[src/rtl/triangle_area_3d_assert.svh]
// assertion helpers, clocked on clk_i and quiet while rst_ni is low
`ifndef TRIANGLE_AREA_3D_ASSERT_SVH
`define TRIANGLE_AREA_3D_ASSERT_SVH

// same-cycle implication
`define TRI3D_ASSERT_NOW(lbl, ante, cons) \
  lbl: assert property (@(posedge clk_i) disable iff (!rst_ni) (ante) |-> (cons)) \
    else $error("triangle_area_3d: same-cycle check failed");

// next-cycle implication
`define TRI3D_ASSERT_NEXT(lbl, ante, cons) \
  lbl: assert property (@(posedge clk_i) disable iff (!rst_ni) (ante) |=> (cons)) \
    else $error("triangle_area_3d: next-cycle check failed");

`endif

[src/rtl/tri3d_pkg.sv]
package tri3d_pkg;

  // fixed port widths
  localparam int unsigned CoordW = 12;
  localparam int unsigned AreaW  = 26;

  typedef logic [CoordW-1:0] coord_t;
  typedef logic [AreaW-1:0]  area_t;

endpackage

[src/rtl/tri3d_sqrt.sv]
module tri3d_sqrt #(
  parameter int unsigned COORD_BITS = 12
) (
  input  logic                      clk_i,
  input  logic                      rst_ni,
  input  logic                      en_i,
  input  logic                      valid_i,
  input  logic [4*COORD_BITS+3:0]   sum_i,
  output logic                      valid_o,
  output tri3d_pkg::area_t          root_o
);
  import tri3d_pkg::*;

  localparam int unsigned SumW  = 4 * COORD_BITS + 4;
  localparam int unsigned RootW = 2 * COORD_BITS + 2;

  // one result bit per stage, most significant first
  logic [RootW-1:0] v_q;
  logic [SumW-1:0]  n_in  [RootW];
  logic [SumW-1:0]  r_in  [RootW];
  logic [SumW-1:0]  n_d   [RootW];
  logic [SumW-1:0]  r_d   [RootW];
  logic [SumW-1:0]  n_q   [RootW];
  logic [SumW-1:0]  r_q   [RootW];
  logic [SumW:0]    trial [RootW];
  logic [SumW+1:0]  diff  [RootW];
  logic [SumW-1:0]  bit_w [RootW];

  always_comb begin
    n_in[0] = sum_i;
    r_in[0] = '0;
    for (int k = 1; k < RootW; k++) begin
      n_in[k] = n_q[k-1];
      r_in[k] = r_q[k-1];
    end
    for (int k = 0; k < RootW; k++) begin
      bit_w[k] = SumW'(1) << (2 * (RootW - 1 - k));
      trial[k] = {1'b0, r_in[k]} + {1'b0, bit_w[k]};
      diff[k]  = {2'b00, n_in[k]} - {1'b0, trial[k]};
      if (!diff[k][SumW+1]) begin
        // remainder covers the trial value: take the bit
        n_d[k] = diff[k][SumW-1:0];
        r_d[k] = (r_in[k] >> 1) | bit_w[k];
      end else begin
        n_d[k] = n_in[k];
        r_d[k] = r_in[k] >> 1;
      end
    end
  end

  always_ff @(posedge clk_i or negedge rst_ni) begin
    if (!rst_ni) begin
      v_q <= '0;
    end else if (en_i) begin
      v_q <= {v_q[RootW-2:0], valid_i};
    end
  end

  always_ff @(posedge clk_i) begin
    if (en_i) begin
      n_q <= n_d;
      r_q <= r_d;
    end
  end

  assign valid_o = v_q[RootW-1];
  assign root_o  = area_t'(r_q[RootW-1][RootW-1:0]);

endmodule

[config.mk]
export PLATFORM = sky130hd
export DESIGN_NAME = tri3d_sqrt
export DESIGN_NICKNAME = d
export VERILOG_FILES = /design/src/rtl/triangle_area_3d_assert.svh /design/src/rtl/tri3d_pkg.sv /design/src/rtl/tri3d_sqrt.sv
export SDC_FILE = /design/constraint.sdc
export NUM_CORES = 2
export LEC_CHECK = 0
export BUFFER_PORTS_ARGS = -buffer_cell sky130_fd_sc_hd__buf_2
export CAP_MARGIN = 40
export CORE_ASPECT_RATIO = 0.7
export CORE_MARGIN = 1.5
export CORE_UTILIZATION = 30
export CTS_CLUSTER_DIAMETER = 100
export DETAILED_ROUTE_END_ITERATION = 12
export SYNTH_ARGS = -nofsm -noshare
export SYNTH_HDL_FRONTEND = slang
export SYNTH_SLANG_ARGS = --single-unit
[constraint.sdc]
create_clock -name clk_i -period 6.3 [get_ports clk_i]
set_input_delay 0.63 -clock clk_i [delete_from_list [all_inputs] [get_ports clk_i]]
set_output_delay 0.63 -clock clk_i [all_outputs]
set_load 0.1 [all_outputs]
Word level (Yosys, flattened, before mapping)
Index checks and enable logic that the tools add are counted.
{"block": "word_totals", "regBits": 2327, "inputBits": 56, "out_inout_bits": 27, "elab_cells": 154}
{"block": "classes", "n_addsub": 51, "mux": 26}
{"operator": "$sub 52x53->54", "n": 25}
{"operator": "$mux 52", "n": 25}
{"operator": "$sub 52x51->53 const B", "n": 1}
{"operator": "$add 51x49->52 const B", "n": 1}
{"operator": "$add 50x47->51 const B", "n": 1}
{"operator": "$mux 51", "n": 1}
{"operator": "$add 49x45->50 const B", "n": 1}
{"operator": "$add 48x43->49 const B", "n": 1}
{"operator": "$add 47x41->48 const B", "n": 1}
{"operator": "$add 46x39->47 const B", "n": 1}
{"operator": "$add 45x37->46 const B", "n": 1}
{"operator": "$add 44x35->45 const B", "n": 1}
{"operator": "$add 43x33->44 const B", "n": 1}
{"operator": "$add 42x31->43 const B", "n": 1}
{"operator": "$add 41x29->42 const B", "n": 1}
{"operator": "$add 40x27->41 const B", "n": 1}
{"operator": "$add 39x25->40 const B", "n": 1}
{"operator": "$add 38x23->39 const B", "n": 1}
{"operator": "$add 37x21->38 const B", "n": 1}
{"operator": "$add 36x19->37 const B", "n": 1}
{"operator": "$add 35x17->36 const B", "n": 1}
{"operator": "$add 34x15->35 const B", "n": 1}
{"operator": "$add 33x13->34 const B", "n": 1}
{"operator": "$add 32x11->33 const B", "n": 1}
{"operator": "5 further kinds", "n": 5}

Depth between registers and ports, before layout
{"block": "logic_depth", "depth_word": 3, "ltp_mapped": 14}

Worst setup path after synthesis
Ideal clock, no wire load.
{"block": "synth_path", "path_type": "register to register", "startpoint": "register n_q (netlist bit n_in[272])", "endpoint": "register n_q (netlist bit n_in[252]), data pin", "t_arrival_ps": 2748, "slack_ps": 3294, "stages_incl_launch_ff": 11, "synth_period_minus_slack_ps": 3006, "cell_sequence": "edfxtp_1 > ha_1 > nor2b_1 > o2111ai_1 > a21oi_1 > o31ai_2 > a31o_2 > o31ai_1 > or3_1 > or4_1 > xnor2_1"}
{"element": "start: declaration", "line_no": "tri3d_sqrt.sv:23", "text": "logic [SumW-1:0] n_q [RootW];"}
{"element": "start signal: assignment", "line_no": "tri3d_sqrt.sv:61", "text": "n_q <= n_d;"}

==> flow_summary_export.csv <==
group,metric,value,unit
sta,final.setup.tns,0,ps
placed_design,gp_congestion,0.886,
hold_path,hold_path_class,"in2reg",
clock_network,clkSlewWorstSetupHoldPaths,60,ps
die,boundaryPins,83,
cells_and_area,final_cell_mix,"1651 x edfxtp_1, 465 x inv_1, 414 x nor2_1",
yosys,syn-num-nets,6284,
grt,grt_util_all_layers,11.7,%
drt,drt_iter0_markers,3849,
placed_design,dp_hpwl,110000,um
worst_setup_path,critPathMaxFanout,38,
yosys,yosysWarnings,0,
worst_setup_path,end_kind,"register",
cells_and_area,n_fill_cell,24500,
grt,grt.overflow.total,0,
yosys,yosysTopAreaCell,"edfxtp_1",
sta,setup_violations,0,
placed_design,port_buffers,82,
die,initial_core_util,30.2,%
run,max-cap-violations,0,
yosys,ys_ff_latch,1677,
yosys,yosys.area.top_type_share,64.4,%
clock_network,cts_buffer_depth,4,
die,core,255000,um2
die,fp-row-count,155,
drt,drt_pre_antenna_iters,6,
yosys,yosysSeqAreaShare,65.2,%
cells_and_area,final_cells,9651,
cells_and_area,area_growth,14.4,%
sta,min_period,3910,ps
worst_setup_path,r2r_cells,11,
drt,viasPerCell,4.72,
yosys,ys.flop_type,"edfxtp_1",
sta,rsz0062_at_grt,"no",
sta,maxSlewHeadroom,26.6,%
clock_network,cts_sinks,1677,
die,die_area,260000,um2
worst_setup_path,critPathKind,"reg2reg",
drt,vias,45600,
power,power_leakage,32.9,nW
worst_setup_path,endpoint,"n_in[456]",
drt,routed.top_layer,"met5",
worst_setup_path,reg2reg_slack,2390,ps
yosys,avgSynthCellArea,13.1,um2
drt,final_antenna_net_count,0,
clock_network,ctsHtreeMaxLevel,4,
cells_and_area,final_common_cell,"edfxtp_1",
drt,wirelength_met1,81100,um
yosys,syn-instance-count,5879,
worst_setup_path,r2r-end,"n_in[456]",
drt,dr_wl_met3,10300,um
sta,fmax,256,MHz
status,status,"completed",
sta,finalClockSkew,79.9,ps
grt,grt_pass1_wl,245000,um
grt,grt_antenna_before_repair,11,
sta,finalHoldViolations,0,
grt,grt_pass1_vias,43700,
sta,slew_viol_final,0,
sta,worst_pin_slew,1100,ps
worst_setup_path,r2r-start,"n_in[488]",
yosys,synth-edff-count,1651,
yosys,synth.distinct_cells,100,
power,ir_drop,0.000197,V
worst_setup_path,critPathArrivalTime,4430,ps
clock_network,root_buffer,"clkbuf_16",
power,power_per_cell_area,357,nW/um2
worst_setup_path,cp-start-kind,"register",
worst_setup_path,setup.worst_path.start,"n_in[488]",
cells_and_area,drive_above_1_share,8.56,%
clock_network,clkLatencyLatePin,840,ps
sta,period_share,62.0,%
clock_network,numCtsBuffers,180,
drt,routed_wirelength,155000,um
yosys,synth_area_leaders,"edfxtp_1 64%, ha_1 5.7%, xnor2_1 3.1%",
clock_network,cts_tree,"built",
placed_design,dp_cells,9279,
yosys,async_flop_share,1.55,%
drt,route.detailed.drc,0,
grt,grt_max_degree,188,
worst_setup_path,required,6820,ps
cells_and_area,fin_nets,6547,
drt,wl_met2,60300,um
yosys,syn_area,77000,um2
die,die_width,609,um
drt,detail_route.wl_per_cell,16.1,um
die,dieHeight,427,um
worst max-delay path, stage by stage (launching register included):
cell and delay, ps:
edfxtp_1 390, ha_1 270, or3_1 380, o2bb2ai_1 300
o211ai_1 290, a31o_2 360, a21oi_1 430, and4_1 360
buf_4 380, or3_1 260, nor3_1 80, xor2_1 150
metal layers:
| layer | global-route usage [%] | up-vias |
|---|---|---|
| met5 | 0 | - |
| met4 | 3.29 | 2 |
| met3 | 2.40 | 230 |
| met2 | 16.0 | 1201 |
| met1 | 18.3 | 21900 |
| li1 | - | 22300 |
power by group:
group	leakage, nW	total, mW	switching [mW]	internal (mW)
sequential	16.2	15.1	0.975	14.1
clock	2.85	10.6	4.35	6.24
combinational	13.9	5.81	3.43	2.38
total	32.9	31.5	8.75	22.7
worst min path at each step:
| stage | start | to | slack, ps | cells after the start |
|---|---|---|---|---|
| 6_report | valid_i | v_q[0] | 80 | 2 |
| 3_5_place_dp | n_in[1060] | n_in[1008] | 400 | 0 |
| 3_3_place_gp | n_in[698] | n_in[646] | 400 | 0 |
| 4_1_cts | valid_i | v_q[0] | 3 | 2 |
| 2_1_floorplan | rst_ni | v_q[0] | 330 | 0 |
| 5_1_grt | valid_i | v_q[0] | 30 | 2 |
registers in the layout, summed over array words and instances (netlist names):
signal and count:
r_in 325, root_o 26, v_q 26, n_in 1300
logic make-up after synthesis:
group / synth area share, %
muxes: 1.14
DFF: 65.2
AOI/OAI and AO/OA: 9.29
xor gates and xnor gates: 5.95
adders and majority gates: 5.67
buffers and inverters: 2.84
and+or+nand+nor: 9.90
cells in the mapped netlist (72+ instances only):
library cell  number
nand2_1          380
nor3_1           143
a21oi_1          382
nand3_1           95
xnor2_1          277
edfxtp_1        1651
a21o_1            93
inv_1            465
nand2b_1          91
xor2_1           246
o21a_1            82
o21ai_0          275
ha_1             349
clkbuf_1          72
nor2_1           415
layout make-up:
type / count / area [um2] / area share (%)
Antenna cell: 1 / 2.50 / 0.00284
Clock buffer: 216 / 4760 / 5.40
Clock inverter: 99 / 1070 / 1.22
Inverter: 466 / 1750 / 1.98
Multi-Input combinational cell: 3633 / 24700 / 28.0
Sequential cell: 1677 / 50200 / 57.0
Tap cell: 3375 / 4220 / 4.79
Timing Repair Buffer: 184 / 1450 / 1.65
timing repair:
action	in CTS	in global routing
hold buffers	54	0
setup buffers	0	0
hold endpoints to repair	78	0
gates resized for setup	0	0
per-stage QoR:
step	hold WS, ps	area [um2]	utilization (%)	total power [mW]	setup slack, ps
after floorplan	334	77000	-	19.1	3290
after global placement	400	81700	32.0	20.9	2450
after detailed placement	405	81800	32.1	21.0	2400
after CTS	2.98	88100	34.6	31.8	2330
after global routing	31.9	88100	34.6	33.1	2250
final	82.3	88100	34.6	31.5	2390
Note: power is estimated with default switching activity, not from simulation.
