$ cat src/rtl/triangle_area_3d_assert.svh
// assertion helpers, clocked on clk_i and quiet while rst_ni is low
`ifndef TRIANGLE_AREA_3D_ASSERT_SVH
`define TRIANGLE_AREA_3D_ASSERT_SVH

// same-cycle implication
`define TRI3D_ASSERT_NOW(lbl, ante, cons) \
  lbl: assert property (@(posedge clk_i) disable iff (!rst_ni) (ante) |-> (cons)) \
    else $error("triangle_area_3d: same-cycle check failed");

// next-cycle implication
`define TRI3D_ASSERT_NEXT(lbl, ante, cons) \
  lbl: assert property (@(posedge clk_i) disable iff (!rst_ni) (ante) |=> (cons)) \
    else $error("triangle_area_3d: next-cycle check failed");

`endif

$ cat src/rtl/tri3d_pkg.sv
package tri3d_pkg;

  // fixed port widths
  localparam int unsigned CoordW = 12;
  localparam int unsigned AreaW  = 26;

  typedef logic [CoordW-1:0] coord_t;
  typedef logic [AreaW-1:0]  area_t;

endpackage

$ cat src/rtl/tri3d_skid.sv
module tri3d_skid (
  input  logic              clk_i,
  input  logic              rst_ni,
  input  logic              valid_i,
  input  tri3d_pkg::area_t  data_i,
  output logic              en_o,
  output logic              out_valid_o,
  input  logic              out_ready_i,
  output tri3d_pkg::area_t  out_data_o
);
  import tri3d_pkg::*;

  logic  full_d, full_q;
  area_t hold_q;

  always_comb begin
    if (full_q) begin
      full_d = !out_ready_i;
    end else begin
      full_d = valid_i && !out_ready_i;
    end
  end

  always_ff @(posedge clk_i or negedge rst_ni) begin
    if (!rst_ni) begin
      full_q <= 1'b0;
    end else begin
      full_q <= full_d;
    end
  end

  // catch the pipeline head while the pipeline moves on
  always_ff @(posedge clk_i) begin
    if (!full_q) begin
      hold_q <= data_i;
    end
  end

  assign en_o        = !full_q;
  assign out_valid_o = full_q || valid_i;
  assign out_data_o  = full_q ? hold_q : data_i;

endmodule

$ cat config.mk
export PLATFORM = sky130hd
export DESIGN_NAME = tri3d_skid
export DESIGN_NICKNAME = d
export VERILOG_FILES = /design/src/rtl/triangle_area_3d_assert.svh /design/src/rtl/tri3d_pkg.sv /design/src/rtl/tri3d_skid.sv
export SDC_FILE = /design/constraint.sdc
export NUM_CORES = 1
export LEC_CHECK = 0
export ABC_AREA = 1
export BUFFER_PORTS_ARGS = -buffer_cell sky130_fd_sc_hd__buf_2
export CAP_MARGIN = 40
export CORE_ASPECT_RATIO = 1.25
export CORE_UTILIZATION = 44
export CTS_BUF_LIST = sky130_fd_sc_hd__clkbuf_8 sky130_fd_sc_hd__clkbuf_16
export DETAILED_ROUTE_END_ITERATION = 8
export PLACE_DENSITY = 0.84
export REMOVE_ABC_BUFFERS = 1
export SLEW_MARGIN = 10
export SYNTH_ARGS = -nofsm -noshare
export SYNTH_HDL_FRONTEND = slang
export SYNTH_SLANG_ARGS = --single-unit
$ cat constraint.sdc
create_clock -name clk_i -period 1.6 [get_ports clk_i]
set_input_delay 0.08 -clock clk_i [delete_from_list [all_inputs] [get_ports clk_i]]
set_output_delay 0.08 -clock clk_i [all_outputs]
set_load 0.005 [all_outputs]
After elaboration in Yosys (flattened, before gate mapping)
Index checks and enable logic that the tools add are counted.
{ "word_totals": {"ff_bits": 27, "latchBits": 0, "ram_bits": 0, "rom_bits": 0, "out_inout_bits": 28, "word_cells": 8, "memories": 0} }
{ "op_classes": {"n_addsub": 0, "multipliers": 0, "div": 0, "magnitude_cmp": 0, "n_eq_ne": 0, "shift": 0, "mux": 2, "bitwise": 0, "reduce_logical": 4} }
{ "op_table": {"columns": ["op", "count"], "rows": [
  ["2-to-1 mux 26 bit", 1],
  ["logical NOT 1 bit", 2],
  ["logical AND 1 bit", 1],
  ["logical OR 1 bit", 1],
  ["2-to-1 mux 1 bit", 1]
]} }

Longest topological paths before layout
Gate-level depths: netlist of run 1.
{ "depth": {"word_depth": 3, "ltp_mapped": 5, "mapped_depth_nobuf": 3} }

Worst setup path before layout of run 1
Ideal clock, no wire load.
{ "synth_timing": {"path_type": "register to register", "start": "reg full_q", "end": "reg hold_q[12]", "arrival_ns": 0.764, "required_time_ns": 1.474, "slack_ns": 0.710, "stages_incl_launch_ff": 5, "cell_sequence": "dfrtp_1 > buf_6 > buf_4 > nand2_1 > nand2_1"} }
{ "synth_between": {"elab_chain_len": 1} }
{ "synth_lines": {"columns": ["item", "line_no", "rtl"], "rows": [
  ["start, declared", "tri3d_skid.sv:13", "logic full_d, full_q;"],
  ["start signal, assigned", "tri3d_skid.sv:28", "full_q <= full_d;"],
  ["2-to-1 mux 26 bit", null, null],
  ["named net out_data_o[12]", "tri3d_skid.sv:9", "output tri3d_pkg::area_t out_data_o"],
  ["end signal, assigned", "tri3d_skid.sv:35", "hold_q <= data_i;"],
  ["end, declared", "tri3d_skid.sv:14", "area_t hold_q;"]
]} }
The timed path passes the listed nets, and every way through them passes these cells.

Worst setup path after layout of run 1
{ "layout_timing": {"start": "reg full_q", "end": "out out_data_o[18]"} }
{ "layout_between": {"elab_chain_len": 1} }
{ "layout_lines": {"columns": ["item", "line_no"], "rows": [
  ["2-to-1 mux 26 bit", null],
  ["end, declared", "tri3d_skid.sv:9"]
]} }
No other way between the ends.

==> implementation parameters, run 1 <==
Parameter                              Value

Outcome
  Outcome    completed

Setup path
  Reg-to-Reg End    hold_q[18]
  Cell with the most instances on the worst path    sky130_fd_sc_hd__nand2_1
  Kind of start point of the critical path    flip-flop
  Critical Path End Type    primary output
  FF-to-FF Start    full_q
  FF-to-FF setup slack    0.64 ns
  Max stage delay on crit path    0.53 ns
  Kind of critical path    flip-flop to primary output
  Cell type of the slowest stage on the worst timing path    sky130_fd_sc_hd__dfrtp_2
  Data required time of the worst path    1.52 ns
  Maximum fanout encountered on the critical timing path    12
  Crit-path cells    buf_4 > nand2_1 > nand2_1 > buf_2
  Data arrival at the endpoint of the critical path    1.27 ns
  Cells on worst reg2reg path    3

Layout
  Non-Filler Instances    194
  Most common library cell in the layout ignoring fill and taps    sky130_fd_sc_hd__nand2_1
  Layout cells sized above 1    0.397
  Commonest cells after routing, fill and taps aside    sky130_fd_sc_hd__nand2_1, sky130_fd_sc_hd__buf_2, sky130_fd_sc_hd__dfxtp_1
  Antenna diode count    0
  Post-layout net count    205
  Layout Area Growth over Synthesis    36.1%
  Layout Cell Area excl Fill    1260 um2
  Filler instances    180

Timing
  Number of slew-limit violations in the final report    0
  Worst clock skew    0.00215 ns
  WHS    0.0155 ns
  Tmin final    1.35 ns
  RSZ-0062 raised after global routing    false
  Worst Tran Pin Value    0.263 ns
  Headroom to the max-slew limit    0.824
  Final TNS setup    0 ns
  Hold Fails Final Rpt    0
  Final Cycle Share    0.843
  Number of endpoints failing setup at the final stage    0
  Peak Freq    0.741 GHz

Yosys
  Sequential area share after synthesis    0.587
  Synthesized instance count    114
  Number of synthesized register bits    27
  Number of distinct library cell variants in the gate-level netlist after synthesis    10
  Synthesized area per cell    8.15 um2
  Post-synth design cell area    930 um2
  Area share of the largest cell type after synthesis    0.560
  Synthesis Warnings    0
  Main area contributors after synthesis    sky130_fd_sc_hd__dfxtp_1, sky130_fd_sc_hd__nand2_1, sky130_fd_sc_hd__buf_6, sky130_fd_sc_hd__nand2_2, sky130_fd_sc_hd__dfrtp_1
  Leading area contributor after synthesis    sky130_fd_sc_hd__dfxtp_1

Place
  Number of port buffers    57
  HPWL after DPL    1400 um
  Dpl cell area    1200 um2
  Placer's final routability congestion estimate    0.596
  Count of placed standard cells including taps    188

Global routing
  GRT busiest layer    met2
  Maximum number of pins on one net before global-route repair    28
  Remaining global-route overflow    0
  Global Route met3 Usage    0.0307
  Grt met1 use    0.199
  Total Routing Usage GR    0.169
  Via count of the first global-routing pass    693
  First-pass GRT wire length    2880 um
  Number of antenna violations at the first check in global routing    0
  Global routing usage on met2    0.281

Detailed routing
  First DRT Iteration DRCs    6
  Post-detailed-route via-to-cell ratio    4.55
  Detailed-routing iteration count for the pre-antenna-repair pass    3
  Number of nets still failing antenna checks after routing    0
  Residual DRC count    0
  Detailed-route via count    882
  Routed len/inst    9.78 um
  Post-Route WL    1900 um

Job
  Count of maximum capacitance violations    0

Pwr
  Peak VDD IR    615 uV
  Power per Cell Area    1070 nW/um2
  Leakage    0.744 nW

Clocking
  Clock buffer depth    2
  Buffers inserted during post-CTS setup optimization    0
  Clock-pin slew on the worst setup and hold paths    0.08 ns
  CTS root buf    sky130_fd_sc_hd__clkbuf_8
  CTS tree    yes
  Clock network latency to the later pin of the worst-skew pair    0.26 ns
  Number of sinks handled by clock tree synthesis    27
  Htree depth    1
  Number of buffers added by the clock tree synthesis step    3

Die
  Core box area    1980 um2
  Die width    43.1 um
  Effective utilization at floorplan    0.469
  Die Span Y    53.4 um
  Number of placement rows    18
  DIE AREA    2300 um2
  IO Pins    58

Worst hold path
  Hold Path Origin    data_i[7]
  Worst min-delay path category    primary input to flip-flop
  Hold Path Cell Cnt    3
  Worst Hold Path EP    hold_q[7]
==> per-stage QoR <==
step / utilization / total power (W) / setup slack (ns)
global placement: 0.605 / 0.000995 / 0.426
detailed placement: 0.605 / 0.00100 / 0.388
global route: 0.638 / 0.00143 / 0.141
finish: 0.638 / 0.00135 / 0.251
CTS: 0.638 / 0.00137 / 0.0891
floorplan: - / 0.000876 / 0.381
==> critical path, delay by kind of cell, from the launching register on <==
family                 cells  cell delay, ns
flip-flops                 1            0.53
AND/OR/NAND/NOR            2            0.15
buffers and inverters      2            0.34
==> cell usage after synthesis (all sizes together) <==
cell type   n
buf         5
nor2        2
dfrtp       1
dfxtp      26
inv         2
nand2      78
==> state kept, by name (all words and copies together), names as in the netlist <==
register and cells:
full_q 1, hold_q 26
==> final cells by class <==
type | count | area (um2) | share of cell area
clock buffer | 3 | 41.3 | 0.0326
multi-input combinational | 80 | 313 | 0.247
timing repair buffer | 61 | 320 | 0.253
clock inverter | 1 | 3.75 | 0.00297
inverter | 2 | 15.0 | 0.0119
sequential | 27 | 547 | 0.432
tap | 20 | 25.0 | 0.0198
==> power by group <==
part / leakage, nW / internal, W / switching [W]
sequential: 0.230 / 0.000741 / 0.0000246
clock: 0.0269 / 0.000172 / 0.000190
combinational: 0.487 / 0.000109 / 0.000115
total: 0.744 / 0.00102 / 0.000330
==> kinds of logic (layout without fill, tap and decap cells) <==
logic type             Yosys count  count (layout)  share of synthesized area
and+or+nand+nor                 80              80                      0.336
DFF                             27              27                      0.587
buffers and inverters            7              67                     0.0767
==> routing by layer <==
layer,routed length (um),share of wire
met2,950,0.50
met3,108,0.057
met5,0,0
met4,43,0.023
met1,796,0.42
==> worst max-delay path by stage <==
stage / from / endpoint / slack, ns
floorplan: full_q / hold_q[0] / 0.38
global placement: full_q / out_data_o[18] / 0.43
detailed placement: full_q / out_data_o[18] / 0.39
CTS: full_q / out_data_o[18] / 0.09
global route: full_q / out_data_o[17] / 0.14
finish: full_q / out_data_o[18] / 0.25
==> repair_timing <==
item                       in CTS  in global routing
hold buffers                    2                  0
setup endpoints to repair       0                  6
hold endpoints to repair        2                  0
resized for setup               0                  1
(Power assumes the default switching activity.)
==> inputs of run 2 (changes only) <==
ABC_AREA = 0   (was 1)
CORE_UTILIZATION = 36   (was 44)
PLACE_DENSITY = 0.74   (was 0.84)
clock period = 1.2 ns   (was 1.6 ns; I/O delays follow)
==> run 2 against run 1 <==
Compared with the run above: the flow now finishes with violations (setup timing); sequential power increased by 33%; worst setup slack got worse by 0.46 ns; global-route usage decreased by 3.0 points; power increased by 40%; clock skew about the same; routed wire length decreased by 3.4%; combinational power increased by 70%; critical path depth decreased by 1; sequential share of layout area decreased by 3.5 points.
==> implementation parameters, run 2 <==
Parameter                              Value

Global routing
  Number of antenna violations at the first check in global routing    0 (unchanged)
  Remaining global-route overflow    0 (unchanged)
  Total Routing Usage GR    0.140 (was 0.169)
  First-pass GRT wire length    2700 um (was 2880 um)
  Via count of the first global-routing pass    696 (was 693)
  Maximum number of pins on one net before global-route repair    27 (was 28)

Pwr
  Switching power total    0.000426 W (was 0.000330 W)
  Peak VDD IR    1020 uV (was 615 uV)
  Leakage    0.671 nW (was 0.744 nW)
  Sw Ratio    0.225 (was 0.244)
  Total power consumption of the routed design    0.00190 W (was 0.00135 W)
  Clk pwr share    0.263 (was 0.268)
  Power per Cell Area    1380 nW/um2 (was 1070 nW/um2)
  Sequential share of power    0.536 (was 0.567)
  Proportion of power drawn by combinational gates    0.201 (was 0.165)
  Cell-internal power    0.00147 W (was 0.00102 W)

Setup path
  Kind of start point of the critical path    flip-flop (unchanged)
  FF-to-FF Start    full_q (unchanged)
  Termination of the worst setup path    out_data_o[25] (was out_data_o[18])
  Critical Path End Type    primary output (unchanged)
  Launching instance or port of the critical path    full_q (unchanged)
  Maximum fanout encountered on the critical timing path    13 (was 12)
  Reg-to-Reg End    hold_q[25] (was hold_q[18])
  Data arrival at the endpoint of the critical path    1.35 ns (was 1.27 ns)
  Cells on worst reg2reg path    2 (was 3)
  Kind of critical path    flip-flop to primary output (unchanged)
  FF-to-FF setup slack    0.14 ns (was 0.64 ns)
  Data required time of the worst path    1.14 ns (was 1.52 ns)

Layout
  Filler instances    210 (was 180)
  Register with the highest flop count    hold_q (unchanged)
  Commonest cells after routing, fill and taps aside    sky130_fd_sc_hd__buf_2, sky130_fd_sc_hd__dfxtp_1, sky130_fd_sc_hd__mux2_2 (was sky130_fd_sc_hd__nand2_1, sky130_fd_sc_hd__buf_2, sky130_fd_sc_hd__dfxtp_1)
  Layout Cell Area excl Fill    1380 um2 (was 1260 um2)
  Layout Area Growth over Synthesis    50.9% (was 36.1%)
  Post-layout net count    152 (was 205)
  Antenna diode count    0 (unchanged)
  Layout cells sized above 1    0.760 (was 0.397)
  Non-Filler Instances    154 (was 194)
  Most common library cell in the layout ignoring fill and taps    sky130_fd_sc_hd__buf_2 (was sky130_fd_sc_hd__nand2_1)
  Largest registers    hold_q: 26 flops, full_q: 1 flops (unchanged)
  Max reg flops    26 (unchanged)

Timing
  Tmin final    1.41 ns
  Worst clock skew    0.00238 ns (was 0.00215 ns)
  WHS    0.0245 ns (was 0.0155 ns)
  Final Cycle Share    1.17
  Number of endpoints failing setup at the final stage    27 (was 0)
  Worst Tran Pin Value    0.119 ns (was 0.263 ns)
  RSZ-0062 raised after global routing    true (was false)
  Hold Fails Final Rpt    0 (unchanged)
  Headroom to the max-slew limit    0.921 (was 0.824)
  Worst path setup slack after routing    -0.209 ns (was 0.251 ns)
  Number of slew-limit violations in the final report    0 (unchanged)
  Peak Freq    0.710 GHz

Die
  IO Pins    58 (unchanged)
  Number of placement rows    20 (was 18)
  DIE AREA    2740 um2 (was 2300 um2)
  Effective utilization at floorplan    0.376 (was 0.469)
  Die Span Y    58.3 um (was 53.4 um)
  Die width    47.0 um (was 43.1 um)
  Core box area    2430 um2 (was 1980 um2)

Detailed routing
  First DRT Iteration DRCs    6 (unchanged)
  Post-Route WL    1830 um (was 1900 um)
  Detailed-route via count    678 (was 882)
  Residual DRC count    0 (unchanged)
  Routed len/inst    11.9 um (was 9.78 um)
  Number of nets still failing antenna checks after routing    0 (unchanged)
  Detailed-routing iteration count for the pre-antenna-repair pass    5 (was 3)
  Post-detailed-route via-to-cell ratio    4.40 (was 4.55)

Yosys
  List of most frequent post-synthesis cells    sky130_fd_sc_hd__dfxtp_1, sky130_fd_sc_hd__mux2_2, sky130_fd_sc_hd__mux2_4 (was sky130_fd_sc_hd__nand2_1, sky130_fd_sc_hd__dfxtp_1, sky130_fd_sc_hd__nand2_2)
  Post-synth design cell area    912 um2 (was 930 um2)
  Number of flops mapped to enable cells by yosys    0 (unchanged)
  Sequential area share after synthesis    0.598 (was 0.587)
  Library cell with the highest instance count after synthesis    sky130_fd_sc_hd__dfxtp_1 (was sky130_fd_sc_hd__nand2_1)
  Synthesized area per cell    15.5 um2 (was 8.15 um2)
  Main area contributors after synthesis    sky130_fd_sc_hd__dfxtp_1, sky130_fd_sc_hd__mux2_2, sky130_fd_sc_hd__mux2_4, sky130_fd_sc_hd__dfrtp_1, sky130_fd_sc_hd__buf_6 (was sky130_fd_sc_hd__dfxtp_1, sky130_fd_sc_hd__nand2_1, sky130_fd_sc_hd__buf_6, sky130_fd_sc_hd__nand2_2, sky130_fd_sc_hd__dfrtp_1)
  Leading area contributor after synthesis    sky130_fd_sc_hd__dfxtp_1 (unchanged)
  Async S/R FF share, synth    0.0370 (unchanged)
  Area share of the largest cell type after synthesis    0.571 (was 0.560)
  Synthesized instance count    59 (was 114)
  Number of synthesized register bits    27 (unchanged)
  Synthesis Warnings    0 (unchanged)
  Leading register cell type out of synthesis    sky130_fd_sc_hd__dfxtp_1 (unchanged)
  Number of distinct library cell variants in the gate-level netlist after synthesis    9 (was 10)

Place
  Number of port buffers    57 (unchanged)
  HPWL after DPL    1320 um (was 1400 um)
  Dpl cell area    1240 um2 (was 1200 um2)
  Placer's final routability congestion estimate    0.658 (was 0.596)
  Worst setup slack after placement    0.0748 ns (was 0.388 ns)
  Count of placed standard cells including taps    148 (was 188)

Clocking
  Number of buffers added by the clock tree synthesis step    3 (unchanged)
  CTS tree    yes (unchanged)
  Clock buffer depth    2 (unchanged)
  Clock-pin slew on the worst setup and hold paths    0.09 ns (was 0.08 ns)
  Htree depth    1 (unchanged)
  CTS root buf    sky130_fd_sc_hd__clkbuf_8 (unchanged)
  Buffers inserted during post-CTS setup optimization    0 (unchanged)
  Number of sinks handled by clock tree synthesis    27 (unchanged)
  Clock network latency to the later pin of the worst-skew pair    0.27 ns (was 0.26 ns)

Outcome
  Outcome    complete, but fails checks (was completed)
  Violations in the final reports    setup timing

Worst hold path
  Hold Path Cell Cnt    2 (was 3)
  Worst min-delay path category    primary input to flip-flop (unchanged)

Job
  Count of maximum capacitance violations    0 (unchanged)
[run 2: cell count changes after synthesis, moves of 2 or more]
cell and change:
sky130_fd_sc_hd__mux2_2 +19, sky130_fd_sc_hd__nand2_2 -5, sky130_fd_sc_hd__nor2_1 -2, sky130_fd_sc_hd__mux2_4 +7
sky130_fd_sc_hd__nand2_1 -73
[run 2: cells by family after synthesis]
kind of cell / Yosys count / share of synthesized area
AOI/OAI and AO/OA: 1 / 0.0110
DFF: 27 / 0.598
buffers and inverters: 4 / 0.0343
and+or+nand+nor: 1 / 0.00686
muxes: 26 / 0.350
[run 2: what timing repair did]
action,CTS,global route
hold endpoints to repair,1,0
gates resized for setup,5,6
cloned,0,1
endpoints found under the setup margin,27,27
hold buffers,1,0
[run 2: cell type report]
| type | count | area (um2) | share of cell area |
|---|---|---|---|
| Tap cell | 33 | 41.3 | 0.0300 |
| Sequential cell | 27 | 547 | 0.397 |
| Multi-Input combinational cell | 28 | 347 | 0.252 |
| Timing Repair Buffer | 61 | 392 | 0.285 |
| Inverter | 1 | 3.75 | 0.00273 |
| Clock buffer | 3 | 41.3 | 0.0300 |
| Clock inverter | 1 | 5.00 | 0.00364 |
[run 2: worst min-delay path by stage]
stage / from / endpoint / slack (ns)
global route: valid_i / full_q / 0.02
global placement: rst_ni / full_q / -0.16
CTS: data_i[17] / hold_q[17] / 0.02
detailed placement: rst_ni / full_q / -0.16
floorplan: rst_ni / full_q / -0.24
finish: data_i[17] / hold_q[17] / 0.02
[run 2: per-layer routing]
layer	global-route usage	vias up	share of wire
met5	0	-	0
met4	0.0612	0	0.0076
met3	0.0467	2	0.075
met2	0.248	36	0.53
met1	0.141	316	0.39
li1	-	324	-
[run 2: through the flow]
step	utilization	setup TNS, ns
after floorplan	-	-12.31
after global placement	0.510	0
after detailed placement	0.510	0
after CTS	0.545	-5.58
after global routing	0.567	-6.12
final	0.567	-4.92
[run 2: power groups by stage]
stage               logic [W]  clock network (W)  registers [W]
floorplan            0.000152                  0        0.00104
global placement     0.000316                  0        0.00103
detailed placement   0.000328                  0        0.00104
CTS                  0.000353           0.000518        0.00102
global route         0.000412           0.000546        0.00103
finish               0.000381           0.000500        0.00102
[run 2: worst max-delay path: stages (launching register included)]
cell and delay (ns):
sky130_fd_sc_hd__dfrtp_2 0.42, sky130_fd_sc_hd__clkbuf_16 0.19, sky130_fd_sc_hd__mux2_2 0.34, sky130_fd_sc_hd__buf_2 0.13
